===== config.mk =====
export PLATFORM = sky130hd
export DESIGN_NAME = wnt_cell
export DESIGN_NICKNAME = d
export VERILOG_FILES = /design/src/sv/wnt_pkg.sv /design/src/sv/wnt_cell.sv
export SDC_FILE = /design/constraint.sdc
export NUM_CORES = 1
export LEC_CHECK = 0
export ABC_AREA = 1
export BUFFER_PORTS_ARGS = -buffer_cell sky130_fd_sc_hd__buf_2
export CORE_MARGIN = 8
export CORE_UTILIZATION = 40
export DETAILED_ROUTE_END_ITERATION = 6
export PLACE_DENSITY = 0.86
export SETUP_SLACK_MARGIN = 0.15
export SLEW_MARGIN = 20
export SYNTH_ARGS = -nofsm -noshare
export SYNTH_HDL_FRONTEND = slang
export SYNTH_SLANG_ARGS = --single-unit

===== constraint.sdc =====
create_clock -name clk -period 3.1 [get_ports clk]
set_input_delay 0.31 -clock clk [delete_from_list [all_inputs] [get_ports clk]]
set_output_delay 0.31 -clock clk [all_outputs]
set_load 0.01 [all_outputs]

===== src/sv/wnt_pkg.sv =====
// ----------------------------------------------------------------------------
// wnt_pkg
// Shared codes and types of the weighted neighbour table.
// ----------------------------------------------------------------------------
`default_nettype none
package wnt_pkg;

  // command codes
  localparam logic [2:0] CMD_ADD     = 3'd0;
  localparam logic [2:0] CMD_ENHANCE = 3'd1;
  localparam logic [2:0] CMD_DELETE  = 3'd2;
  localparam logic [2:0] CMD_AGE     = 3'd3;
  localparam logic [2:0] CMD_SELECT  = 3'd4;
  localparam logic [2:0] CMD_TOTAL   = 3'd5;

  // status codes
  localparam logic [2:0] ST_OK       = 3'd0;
  localparam logic [2:0] ST_NOTFOUND = 3'd1;
  localparam logic [2:0] ST_FULL     = 3'd2;
  localparam logic [2:0] ST_DUP      = 3'd3;
  localparam logic [2:0] ST_NONE     = 3'd4;

  // configuration register indexes
  localparam logic REG_AGING_FACTOR    = 1'b0;
  localparam logic REG_PRUNE_THRESHOLD = 1'b1;

  localparam int TOTAL_BITS = 38;

  // what every cell of the row does in a cycle
  typedef enum logic [1:0] {
    CM_HOLD,
    CM_SHIFT,
    CM_PACK
  } cell_mode_t;

endpackage
`default_nettype wire


===== src/sv/wnt_cell.sv =====
// ----------------------------------------------------------------------------
// wnt_cell
// One slot of the entry row: holds an ID, a weight and an occupied flag.
// ----------------------------------------------------------------------------
`default_nettype none
module wnt_cell #(
  parameter int ID_BITS = 16
) (
  input  wire                    clk,
  input  wnt_pkg::cell_mode_t    mode,
  input  wire                    lower_full,
  input  wire  [ID_BITS-1:0]     up_id,
  input  wire  [31:0]            up_weight,
  input  wire                    up_full,
  output logic [ID_BITS-1:0]     id,
  output logic [31:0]            weight,
  output logic                   full
);
  import wnt_pkg::*;

  // shift takes the upper neighbour; pack lets entries drop into empty slots
  always_ff @(posedge clk) begin
    case (mode)
      CM_SHIFT: begin
        id     <= up_id;
        weight <= up_weight;
        full   <= up_full;
      end
      CM_PACK: begin
        if (!full) begin
          id     <= up_id;
          weight <= up_weight;
          full   <= up_full;
        end else if (!lower_full) begin
          full <= 1'b0;
        end
      end
      default: begin
      end
    endcase
  end

endmodule
`default_nettype wire


==> tab_implementation.tex, run 1 <==
\begin{tabular}{lr}
\hline
Metric & Value \\
\hline
\multicolumn{2}{l}{\textbf{CTS}} \\
Gates resized, CTS repair & 0 \\
H-tree depth reported by CTS & 2 \\
Number of sinks on the clock net & slightly below 50 \\
Latest clock arrival within the worst-skew pair & about 300 ps \\
Clk slew on worst S/H paths & around 80 ps \\
Clock tree from TritonCTS & built \\
Number of buffers between clock root and the deepest sink & 2 \\
Clock buffers created by TritonCTS & 5 \\
Number of hold buffers added after cts & 0 \\
Post-CTS Repair Setup Buffers & 0 \\
Root buffer selected by CTS & sky130\_fd\_sc\_hd\_\_clkbuf\_8 \\
\multicolumn{2}{l}{\textbf{Critical path}} \\
Stage delay of the slowest cell on the critical path & roughly 450 ps \\
Capturing element type of the critical path & register \\
Critical path required time & slightly above 3000 ps \\
Data arrival, critical path & approximately 1700 ps \\
Peak fanout along the critical path & 32 \\
FF-to-FF setup slack & 1320 ps \\
Crit Reg-Reg Startpoint & full \\
Critical setup path kind & register to register \\
Cell depth of the worst flop-to-flop path & 4 \\
Cell family with most CP delay & buffers and inverters \\
Cell with the largest stage delay on the worst path & sky130\_fd\_sc\_hd\_\_buf\_4 \\
Critical path buffers and inverters & 2 \\
Ordered cell list for the critical path & nand2\_1, inv\_1, nor2\_4, buf\_4 \\
Reg-to-reg critical path endpoint & id[0] \\
Worst Setup Start Kind & register \\
\multicolumn{2}{l}{\textbf{Synth}} \\
Number of synthesized flops with an enable pin & between 40 and 50 \\
Area share of the largest cell type after synthesis & 95.7\% \\
Synth top cells by count & sky130\_fd\_sc\_hd\_\_edfxtp\_1, sky130\_fd\_sc\_hd\_\_inv\_1, sky130\_fd\_sc\_hd\_\_nand2\_1, sky130\_fd\_sc\_hd\_\_ha\_1 \\
Syn avg cell area & $\sim$25 um2 \\
Top cells by area, synth & sky130\_fd\_sc\_hd\_\_edfxtp\_1, sky130\_fd\_sc\_hd\_\_ha\_1, sky130\_fd\_sc\_hd\_\_inv\_1 \\
Cell with the most instances after synthesis & sky130\_fd\_sc\_hd\_\_edfxtp\_1 \\
Yosys warns & 0 \\
Mapped Nets & 116 \\
Proportion of register bits with asynchronous set or reset after synthesis & 0\% \\
Area leader, netlist & sky130\_fd\_sc\_hd\_\_edfxtp\_1 \\
Instance count of the mapped netlist & 61 \\
Netlist Area Pre-Place & between 0.0015 and 0.002 mm2 \\
Fraction of the yosys area taken by sequential cells & 95.7\% \\
Post-synthesis register bit count & 49 \\
Ys flop type & sky130\_fd\_sc\_hd\_\_edfxtp\_1 \\
Post-synth cell types & 7 \\
\multicolumn{2}{l}{\textbf{Die}} \\
Total I/O pin count & 102 \\
Chip Width & approximately 78 um \\
Area of the core region & between 0.003 and 0.004 mm2 \\
Effective utilization at floorplan & roughly two fifths \\
Die Ht & around 78 um \\
Die Outline Area & between 0.006 and 0.007 mm2 \\
Rows & 22 \\
\multicolumn{2}{l}{\textbf{Layout}} \\
\# fillers & 312 \\
Reg area & around 0.0015 mm2 \\
Antenna Cells & 0 \\
Non-Filler Instances & roughly 220 \\
Net total in the final layout & 225 \\
Layout cells sized above 1 & $\sim$63\% \\
Footprint of the multi-input gates & between 50 and 60 um2 \\
Area added between synthesis and finish & 42.8\% \\
\multicolumn{2}{l}{\textbf{Timing}} \\
Clock tree skew after final layout & 4.66 ps \\
Slew at the pin with the worst max-slew slack & about 480 ps \\
Final worst hold slack & 184 ps \\
Number of setup violations in the final report & 0 \\
RSZ-0062 raised after global routing & no \\
Final critical-path required period & approximately 1800 ps \\
Number of hold-slack violations in the final timing report & 0 \\
Achievable frequency & $\sim$560 MHz \\
Sum of negative setup slack & 0 ps \\
Final Slew Violations & 0 \\
Worst slew margin & slightly below 70\% \\
Portion of the clock cycle consumed by the worst path in the final layout & a little under three fifths \\
\multicolumn{2}{l}{\textbf{Routing}} \\
Wire length per cell after detailed routing & roughly 16 um \\
DRC violation count after routing & 0 \\
Vias & $\sim$930 \\
Length of the first detailed-routing pass in iterations & 2 \\
Number of nets with antenna violations after routing & 0 \\
Avg Vias per Cell & 4.24 \\
Violation count after the first detailed-routing iteration & 37 \\
Wire length reported by the detailed router & 3.43 mm \\
\multicolumn{2}{l}{\textbf{Pwr}} \\
Switching share of power & between 20\% and 30\% \\
Static power due to leakage & just under 0.001 uW \\
Worst VDD drop & approximately 320 uV \\
Pwr/cell area & a little under 600 mW/mm2 \\
Clock power frac & 27.3\% \\
P\_int & 1000 uW \\
Switching power & approximately 270 uW \\
Share of total power in sequential cells & approximately 63\% \\
Relative contribution of combinational cells to total power & about a tenth \\
\multicolumn{2}{l}{\textbf{Run}} \\
Reported max-cap violation count & 0 \\
\multicolumn{2}{l}{\textbf{Global route}} \\
Total routing usage reported by global routing & 11.0\% \\
Wire length of the first global-routing pass & 4.97 mm \\
Maximum number of pins on one net before global-route repair & 33 \\
Vias in the first global route & 988 \\
Initial antenna violation count & 1 \\
Residual overflow from global routing & 0 \\
\multicolumn{2}{l}{\textbf{Placed design}} \\
Port-buffer cells & a little over 100 \\
Sum of net half-perimeters after detailed placement & $\sim$2.8 mm \\
Final weighted congestion of routability-driven global placement & between 0.6 and 0.7 \\
Instance count after placement with tap cells included & around 210 \\
\multicolumn{2}{l}{\textbf{Hold path}} \\
Startpoint of the lowest-slack hold path & up\_weight[12] \\
Number of cells on the worst hold path & 1 \\
Endpoint with the worst hold slack & weight[12] \\
Worst min-delay path class & input pin to register \\
\multicolumn{2}{l}{\textbf{Outcome}} \\
Status & finished, final reports clean \\
\hline
\end{tabular}
## flip-flops by register name (all words and copies together), names as in the netlist
register and count:
full 1, id 16, weight 32
## cells by family after synthesis
kind of cell | count (synthesis) | share of synthesized area [%]
adder cells (fa/ha/maj) | 2 | 1.63
buffers and inverters | 4 | 0.976
flip-flops | 49 | 95.7
AND/OR/NAND/NOR | 6 | 1.71
## per-layer routing
layer / global-route usage (%) / up-vias / wire length [um]
li1: - / 448 / -
met1: 9.33 / 407 / 1100
met2: 17.5 / 66 / 1670
met3: 9.79 / 6 / 603
met4: 5.00 / 2 / 43
met5: 0 / - / 16
## worst max path at each step
stage,start,to,slack [ps],depth (start not counted)
6_report,full,id[0],1320,4
5_1_grt,full,weight[22],1190,4
4_1_cts,full,id[0],1300,4
3_5_place_dp,mode[0],id[0],1040,7
3_3_place_gp,mode[0],id[0],1150,7
2_1_floorplan,mode[0],id[0],780,5
## stage by stage
step	setup slack, ps	cell area (um2)	total power (uW)	utilization (%)
finish	1320	2200	1270	59.5
global route	1190	2200	1320	59.5
CTS	1300	2200	1280	59.5
detailed placement	1040	2120	941	57.4
global placement	1150	2120	935	57.4
floorplan	778	1540	858	-
## power by group through the flow
stage               clock network, uW  logic [uW]  registers [uW]
floorplan                           0        20.1             838
global placement                    0         127             808
detailed placement                  0         131             810
CTS                               355         131             795
global route                      379         140             799
finish                            346         127             794
## area by class of cell
type | count | area share, %
Inverter | 4 | 0.684
Timing Repair Buffer | 102 | 23.4
Multi-Input combinational cell | 8 | 2.56
Sequential cell | 49 | 67.0
Clock buffer | 8 | 3.65
Tap cell | 48 | 2.74
## cells in the final DEF, fill, tap and decap left out, drive strengths merged
master	count
edfxtp	49
buf	102
ha	2
clkbuf	8
inv	4
nand2	3
nand3	1
nor2	2
Power figures use the tool's default switching activity.
==> run 2: changes to the inputs <==
--- a/config.mk
+++ b/config.mk
@@ -8,9 +8,9 @@
 export ABC_AREA = 1
 export BUFFER_PORTS_ARGS = -buffer_cell sky130_fd_sc_hd__buf_2
 export CORE_MARGIN = 8
-export CORE_UTILIZATION = 40
+export CORE_UTILIZATION = 37
 export DETAILED_ROUTE_END_ITERATION = 6
-export PLACE_DENSITY = 0.86
+export PLACE_DENSITY = 0.84
 export SETUP_SLACK_MARGIN = 0.15
 export SLEW_MARGIN = 20
 export SYNTH_ARGS = -nofsm -noshare
==> constraint.sdc (replaced) <==
create_clock -name clk -period 1.58 [get_ports clk]
set_input_delay 0.158 -clock clk [delete_from_list [all_inputs] [get_ports clk]]
set_output_delay 0.158 -clock clk [all_outputs]
set_load 0.01 [all_outputs]
==> tab_implementation.tex, run 2 (synthesis results as in run 1) <==
\begin{tabular}{lr}
\hline
Metric & Value \\
\hline
\multicolumn{2}{l}{\textbf{Outcome}} \\
Status & finished, final reports clean \\
\multicolumn{2}{l}{\textbf{CTS}} \\
Clock tree from TritonCTS & built \\
Clock buffers created by TritonCTS & 5 (unchanged) \\
Post-CTS Repair Setup Buffers & 0 (unchanged) \\
H-tree depth reported by CTS & 2 (unchanged) \\
Number of sinks on the clock net & 49 (unchanged) \\
Root buffer selected by CTS & sky130\_fd\_sc\_hd\_\_clkbuf\_8 \\
Gates resized, CTS repair & 0 (unchanged) \\
Clk slew on worst S/H paths & 80 ps (about the same) \\
Latest clock arrival within the worst-skew pair & 290 ps (about the same) \\
Number of buffers between clock root and the deepest sink & 2 (unchanged) \\
Number of hold buffers added after cts & 0 (unchanged) \\
\multicolumn{2}{l}{\textbf{Routing}} \\
Avg Vias per Cell & 4.21 (-0.71\%) \\
Wire length on met1 & 1.15 mm (+4.4\%) \\
Max Used Layer & met4 \\
Wire length reported by the detailed router & 3.52 mm (+2.5\%) \\
Wire length per cell after detailed routing & 15.9 um (+1.1\%) \\
Vias & 935 (+0.65\%) \\
DRC violation count after routing & 0 (unchanged) \\
Sum of met2 wire segment lengths after detailed routing & 1.75 mm (+4.8\%) \\
Violation count after the first detailed-routing iteration & 56 (+51\%) \\
Amount of wire on met3 after detailed routing & 567 um (-6.0\%) \\
Length of the first detailed-routing pass in iterations & 2 (unchanged) \\
Number of nets with antenna violations after routing & 0 (unchanged) \\
\multicolumn{2}{l}{\textbf{Timing}} \\
Final worst hold slack & 38.0 ps (-146 ps) \\
Sum of negative setup slack & 0 ps (unchanged) \\
Worst setup slack after layout & 332 ps (-992 ps) \\
Slew at the pin with the worst max-slew slack & 224 ps (-251 ps) \\
Final critical-path required period & 1250 ps (-528 ps) \\
Final Slew Violations & 0 (unchanged) \\
Achievable frequency & 801 MHz (+42\%) \\
Number of hold-slack violations in the final timing report & 0 (unchanged) \\
Worst slew margin & 85.1\% (+17 points) \\
RSZ-0062 raised after global routing & no \\
Portion of the clock cycle consumed by the worst path in the final layout & 79.0\% (+22 points) \\
Number of setup violations in the final report & 0 (unchanged) \\
Clock tree skew after final layout & 5.34 ps (+0.683 ps) \\
\multicolumn{2}{l}{\textbf{Hold path}} \\
Endpoint with the worst hold slack & weight[15] \\
Startpoint of the lowest-slack hold path & up\_weight[15] \\
Number of cells on the worst hold path & 1 (unchanged) \\
Worst min-delay path class & input pin to register \\
\multicolumn{2}{l}{\textbf{Layout}} \\
Register bank with the most flops & weight \\
Biggest regs & weight (32), id (16), full (1) \\
Max FFs per register & 32 (unchanged) \\
Net total in the final layout & 226 (+0.44\%) \\
Most frequent standard cell in the layout excluding fill and tap cells & sky130\_fd\_sc\_hd\_\_buf\_2 \\
Layout cells sized above 1 & 64.0\% (+0.80 points) \\
Most frequent cells in the layout & sky130\_fd\_sc\_hd\_\_buf\_2, sky130\_fd\_sc\_hd\_\_edfxtp\_1, sky130\_fd\_sc\_hd\_\_clkbuf\_8 \\
Antenna Cells & 0 (unchanged) \\
Area added between synthesis and finish & 44.3\% \\
\multicolumn{2}{l}{\textbf{Pwr}} \\
Static power due to leakage & 0.000974 uW (+0.72\%) \\
Pwr/cell area & 1120 mW/mm2 (+94\%) \\
Total power consumption of the routed design & 2490 uW (+96\%) \\
Worst VDD drop & 612 uV (+93\%) \\
\multicolumn{2}{l}{\textbf{Global route}} \\
Maximum number of pins on one net before global-route repair & 31 (-6.1\%) \\
Total routing usage reported by global routing & 10.7\% (-0.25 points) \\
Wire length of the first global-routing pass & 5.11 mm (+2.8\%) \\
Vias in the first global route & 1051 (+6.4\%) \\
Residual overflow from global routing & 0 (unchanged) \\
Initial antenna violation count & 0 (-1) \\
\multicolumn{2}{l}{\textbf{Die}} \\
Effective utilization at floorplan & 38.4\% (-3.2 points) \\
Total I/O pin count & 102 (unchanged) \\
Chip Width & 80.5 um (+3.2\%) \\
Rows & 23 (+4.5\%) \\
Area of the core region & 0.00400 mm2 (+8.4\%) \\
Die Outline Area & 0.00647 mm2 (+6.4\%) \\
Die Ht & 80.5 um (+3.2\%) \\
\multicolumn{2}{l}{\textbf{Placed design}} \\
Port-buffer cells & 101 (unchanged) \\
Final weighted congestion of routability-driven global placement & 0.653 (-1.0\%) \\
Sum of net half-perimeters after detailed placement & 2.88 mm (+3.0\%) \\
Setup slack after placement & 216 ps (-825 ps) \\
\multicolumn{2}{l}{\textbf{Run}} \\
Reported max-cap violation count & 0 (unchanged) \\
\multicolumn{2}{l}{\textbf{Critical path}} \\
Cell family with most CP delay & flip-flops \\
Cell with the largest stage delay on the worst path & sky130\_fd\_sc\_hd\_\_edfxtp\_1 \\
Ordered cell list for the critical path & nand2\_1, inv\_2, nor2\_4, buf\_4 \\
Crit Reg-Reg Startpoint & full \\
Critical setup path kind & register to register \\
Logic depth of the worst path, buffers included & 4 (unchanged) \\
Critical path buffers and inverters & 2 (unchanged) \\
FF-to-FF setup slack & 330 ps (-990 ps) \\
Cell depth of the worst flop-to-flop path & 4 (unchanged) \\
Peak fanout along the critical path & 18 (-44\%) \\
Reg-to-reg critical path endpoint & weight[3] \\
Capturing element type of the critical path & register \\
Data arrival, critical path & 1230 ps (-500 ps) \\
Worst Setup Start Kind & register \\
Stage delay of the slowest cell on the critical path & 410 ps (-40 ps) \\
Critical path required time & 1560 ps (-1500 ps) \\
\hline
\end{tabular}
==> run 2: per-stage QoR <==
stage,instance area (um2),cells,util (%)
final,2220,222,55.5
after global routing,2220,222,55.5
after CTS,2220,222,55.5
after detailed placement,2140,214,53.5
after global placement,2140,214,53.5
after floorplan,1540,61,-
==> run 2: final cells by class <==
cell class	instances	area, um2
well taps	50	62.6
clock buffers	8	80.1
flip-flops and latches	49	1470
multi-input cells	8	56.3
inverters	4	15.0
repair buffers	103	533
fillers	346	1780
==> run 2: how the worst max path moves through the flow <==
stage | start | end | slack (ps)
2_1_floorplan | full | id[0] | -120
3_3_place_gp | mode[0] | weight[27] | 260
3_5_place_dp | mode[0] | weight[5] | 220
4_1_cts | full | id[15] | 320
5_1_grt | full | id[9] | 260
6_report | full | weight[3] | 330
==> run 2: metal layers <==
metal	global-route usage, %	vias to the layer above
met3	7.48	7
li1	-	449
met4	4.36	0
met1	10.1	418
met2	17.6	61
met5	0	-
==> run 2: power by group <==
group          internal (uW)  leakage (uW)  total [uW]  switching [uW]
sequential              1540      0.000471        1560            19.0
clock                    315     0.0000395         673             358
combinational            116      0.000464         261             144
==> run 3: changes to the inputs <==
==> constraint.sdc (replaced) <==
create_clock -name clk -period 1.1 [get_ports clk]
set_input_delay 0.11 -clock clk [delete_from_list [all_inputs] [get_ports clk]]
set_output_delay 0.11 -clock clk [all_outputs]
set_load 0.01 [all_outputs]
==> tab_implementation.tex, run 3 (synthesis results as in run 1) <==
\begin{tabular}{lr}
\hline
Metric & Value \\
\hline
\multicolumn{2}{l}{\textbf{Outcome}} \\
Status & finished with violations \\
Violations in the final reports & negative setup slack \\
\multicolumn{2}{l}{\textbf{CTS}} \\
Number of buffers between clock root and the deepest sink & 2 (unchanged) \\
Latest clock arrival within the worst-skew pair & 290 ps (about the same) \\
Clock tree from TritonCTS & built \\
Clk slew on worst S/H paths & 80 ps (about the same) \\
Clock buffers created by TritonCTS & 5 (unchanged) \\
Root buffer selected by CTS & sky130\_fd\_sc\_hd\_\_clkbuf\_8 \\
Number of sinks on the clock net & 49 (unchanged) \\
H-tree depth reported by CTS & 2 (unchanged) \\
\multicolumn{2}{l}{\textbf{Pwr}} \\
Total power consumption of the routed design & 3850 uW (+54\%) \\
Relative contribution of combinational cells to total power & 16.3\% (+5.8 points) \\
Pwr/cell area & 1340 mW/mm2 (+19\%) \\
Clock power frac & 25.2\% (-1.8 points) \\
Switching power & 814 uW (+56\%) \\
Share of total power in sequential cells & 58.5\% (-4.0 points) \\
Worst VDD drop & 1080 uV (+77\%) \\
Switching share of power & 21.2\% (+0.24 points) \\
Static power due to leakage & 0.00125 uW (+28\%) \\
P\_int & 3030 uW (+54\%) \\
\multicolumn{2}{l}{\textbf{Timing}} \\
Number of setup violations in the final report & 49 (+49) \\
Worst slew margin & 86.6\% (+1.6 points) \\
Number of hold-slack violations in the final timing report & 0 (unchanged) \\
Sum of negative setup slack & -5640 ps (-5640 ps) \\
Clock tree skew after final layout & 5.23 ps (-0.108 ps) \\
RSZ-0062 raised after global routing & yes \\
Final critical-path required period & 1230 ps (-17.7 ps) \\
Worst setup slack after layout & -131 ps (-462 ps) \\
Achievable frequency & 813 MHz (+1.4\%) \\
Final Slew Violations & 0 (unchanged) \\
Portion of the clock cycle consumed by the worst path in the final layout & 112\% (+33 points) \\
Slew at the pin with the worst max-slew slack & 200 ps (-24.3 ps) \\
\multicolumn{2}{l}{\textbf{Die}} \\
Area of the core region & 0.00400 mm2 (unchanged) \\
Chip Width & 80.5 um (unchanged) \\
Total I/O pin count & 102 (unchanged) \\
Die Outline Area & 0.00647 mm2 (unchanged) \\
Rows & 23 (unchanged) \\
Die Ht & 80.5 um (unchanged) \\
Effective utilization at floorplan & 38.4\% (unchanged) \\
\multicolumn{2}{l}{\textbf{Global route}} \\
Most crowded layer after global routing & met2 \\
Total routing usage reported by global routing & 13.5\% (+2.8 points) \\
Met3 demand-to-capacity share in global routing & 7.59\% (+0.11 points) \\
Vias in the first global route & 1362 (+30\%) \\
Maximum number of pins on one net before global-route repair & 31 (unchanged) \\
Residual overflow from global routing & 0 (unchanged) \\
Initial antenna violation count & 0 (unchanged) \\
Global routing usage on met1 & 12.8\% (+2.7 points) \\
Met2 demand-to-capacity share in global routing & 23.2\% (+5.5 points) \\
Wire length of the first global-routing pass & 6.47 mm (+27\%) \\
\multicolumn{2}{l}{\textbf{Critical path}} \\
Ordered cell list for the critical path & nand2\_2, inv\_2, nor2\_4, buf\_12, clkbuf\_16 \\
Peak fanout along the critical path & 5 (-13) \\
Cell family with most CP delay & flip-flops \\
Data arrival, critical path & 1250 ps (+20 ps) \\
Capturing element type of the critical path & register \\
Cell depth of the worst flop-to-flop path & 5 (+1) \\
Critical path buffers and inverters & 3 (+1) \\
Cell with the largest stage delay on the worst path & sky130\_fd\_sc\_hd\_\_edfxtp\_1 \\
Worst Setup Start Kind & register \\
Stage delay of the slowest cell on the critical path & 420 ps (about the same) \\
Logic depth of the worst path, buffers included & 5 (+1) \\
Critical setup path kind & register to register \\
Critical path required time & 1120 ps (-440 ps) \\
\multicolumn{2}{l}{\textbf{Hold path}} \\
Worst min-delay path class & input pin to register \\
Number of cells on the worst hold path & 3 (+2) \\
\multicolumn{2}{l}{\textbf{Routing}} \\
Number of nets with antenna violations after routing & 0 (unchanged) \\
Vias & 1151 (+23\%) \\
Violation count after the first detailed-routing iteration & 49 (-13\%) \\
Wire length per cell after detailed routing & 16.9 um (+6.3\%) \\
Wire length reported by the detailed router & 4.67 mm (+33\%) \\
DRC violation count after routing & 0 (unchanged) \\
Length of the first detailed-routing pass in iterations & 4 (+2) \\
Avg Vias per Cell & 4.16 (-1.3\%) \\
\multicolumn{2}{l}{\textbf{Placed design}} \\
Instance count after placement with tap cells included & 216 (+0.93\%) \\
Port-buffer cells & 101 (unchanged) \\
Final weighted congestion of routability-driven global placement & 0.653 (about the same) \\
Sum of net half-perimeters after detailed placement & 2.82 mm (-2.0\%) \\
\multicolumn{2}{l}{\textbf{Layout}} \\
Most frequent standard cell in the layout excluding fill and tap cells & sky130\_fd\_sc\_hd\_\_buf\_2 \\
Layout cells sized above 1 & 52.0\% (-12 points) \\
Antenna Cells & 0 (unchanged) \\
Most frequent cells in the layout & sky130\_fd\_sc\_hd\_\_buf\_2, sky130\_fd\_sc\_hd\_\_edfxtp\_1, sky130\_fd\_sc\_hd\_\_dlygate4sd3\_1, sky130\_fd\_sc\_hd\_\_buf\_6, sky130\_fd\_sc\_hd\_\_clkbuf\_8 \\
Net total in the final layout & 281 (+24\%) \\
Area added between synthesis and finish & 87.2\% \\
Biggest regs & weight (32), id (16), full (1) \\
Max FFs per register & 32 (unchanged) \\
Register bank with the most flops & weight \\
Non-Filler Instances & 277 (+25\%) \\
\multicolumn{2}{l}{\textbf{Run}} \\
Reported max-cap violation count & 0 (unchanged) \\
\hline
\end{tabular}
run 3: area by class of cell:
| class | instances | area, um2 |
|---|---|---|
| flip-flops and latches | 49 | 1470 |
| repair buffers | 158 | 1190 |
| fillers | 275 | 1120 |
| clock buffers | 8 | 80.1 |
| well taps | 50 | 62.6 |
| multi-input cells | 8 | 58.8 |
| inverters | 4 | 15.0 |
run 3: routing by layer:
metal	routed length, um	share of wire, %	up-vias
li1	-	-	561
met1	1520	33	519
met2	2430	52	64
met3	639	14	7
met4	80	1.7	0
met5	0	0	-
run 3: timing repair:
item	in CTS	in global routing
resized for setup	3	11
endpoints found under the setup margin	50	77
hold endpoints to repair	48	0
hold buffers	48	0
pin swaps	1	0
cloned	0	2
setup buffers	1	2
run 3: power by group through the flow:
| stage | logic (uW) | clock network [uW] | registers (uW) |
|---|---|---|---|
| detailed placement | 400 | 0 | 2280 |
| global route | 668 | 1070 | 2260 |
| CTS | 547 | 1010 | 2240 |
| floorplan | 60.2 | 0 | 2360 |
| global placement | 390 | 0 | 2280 |
| finish | 625 | 970 | 2250 |
run 3: path summary, 6_finish.rpt:
path	start	to	slack, ps
min	up_full	full	120
max	full	weight[26]	-130
min reg2reg	full	full	810
max reg2reg	full	weight[26]	-130
run 3: tightest hold or removal path: stages:
cell	delay (ps)
sky130_fd_sc_hd__buf_2	80
sky130_fd_sc_hd__nand2_1	50
sky130_fd_sc_hd__nand2_1	60
run 3: per-stage QoR:
stage	hold WS (ps)	util [%]	worst slack (ps)	cell area, um2
floorplan	209	-	-603	1540
global placement	286	54.1	-145	2170
detailed placement	288	54.1	-185	2170
CTS	99.5	68.7	-86.7	2750
global route	130	72.0	-182	2880
finish	119	72.0	-131	2880
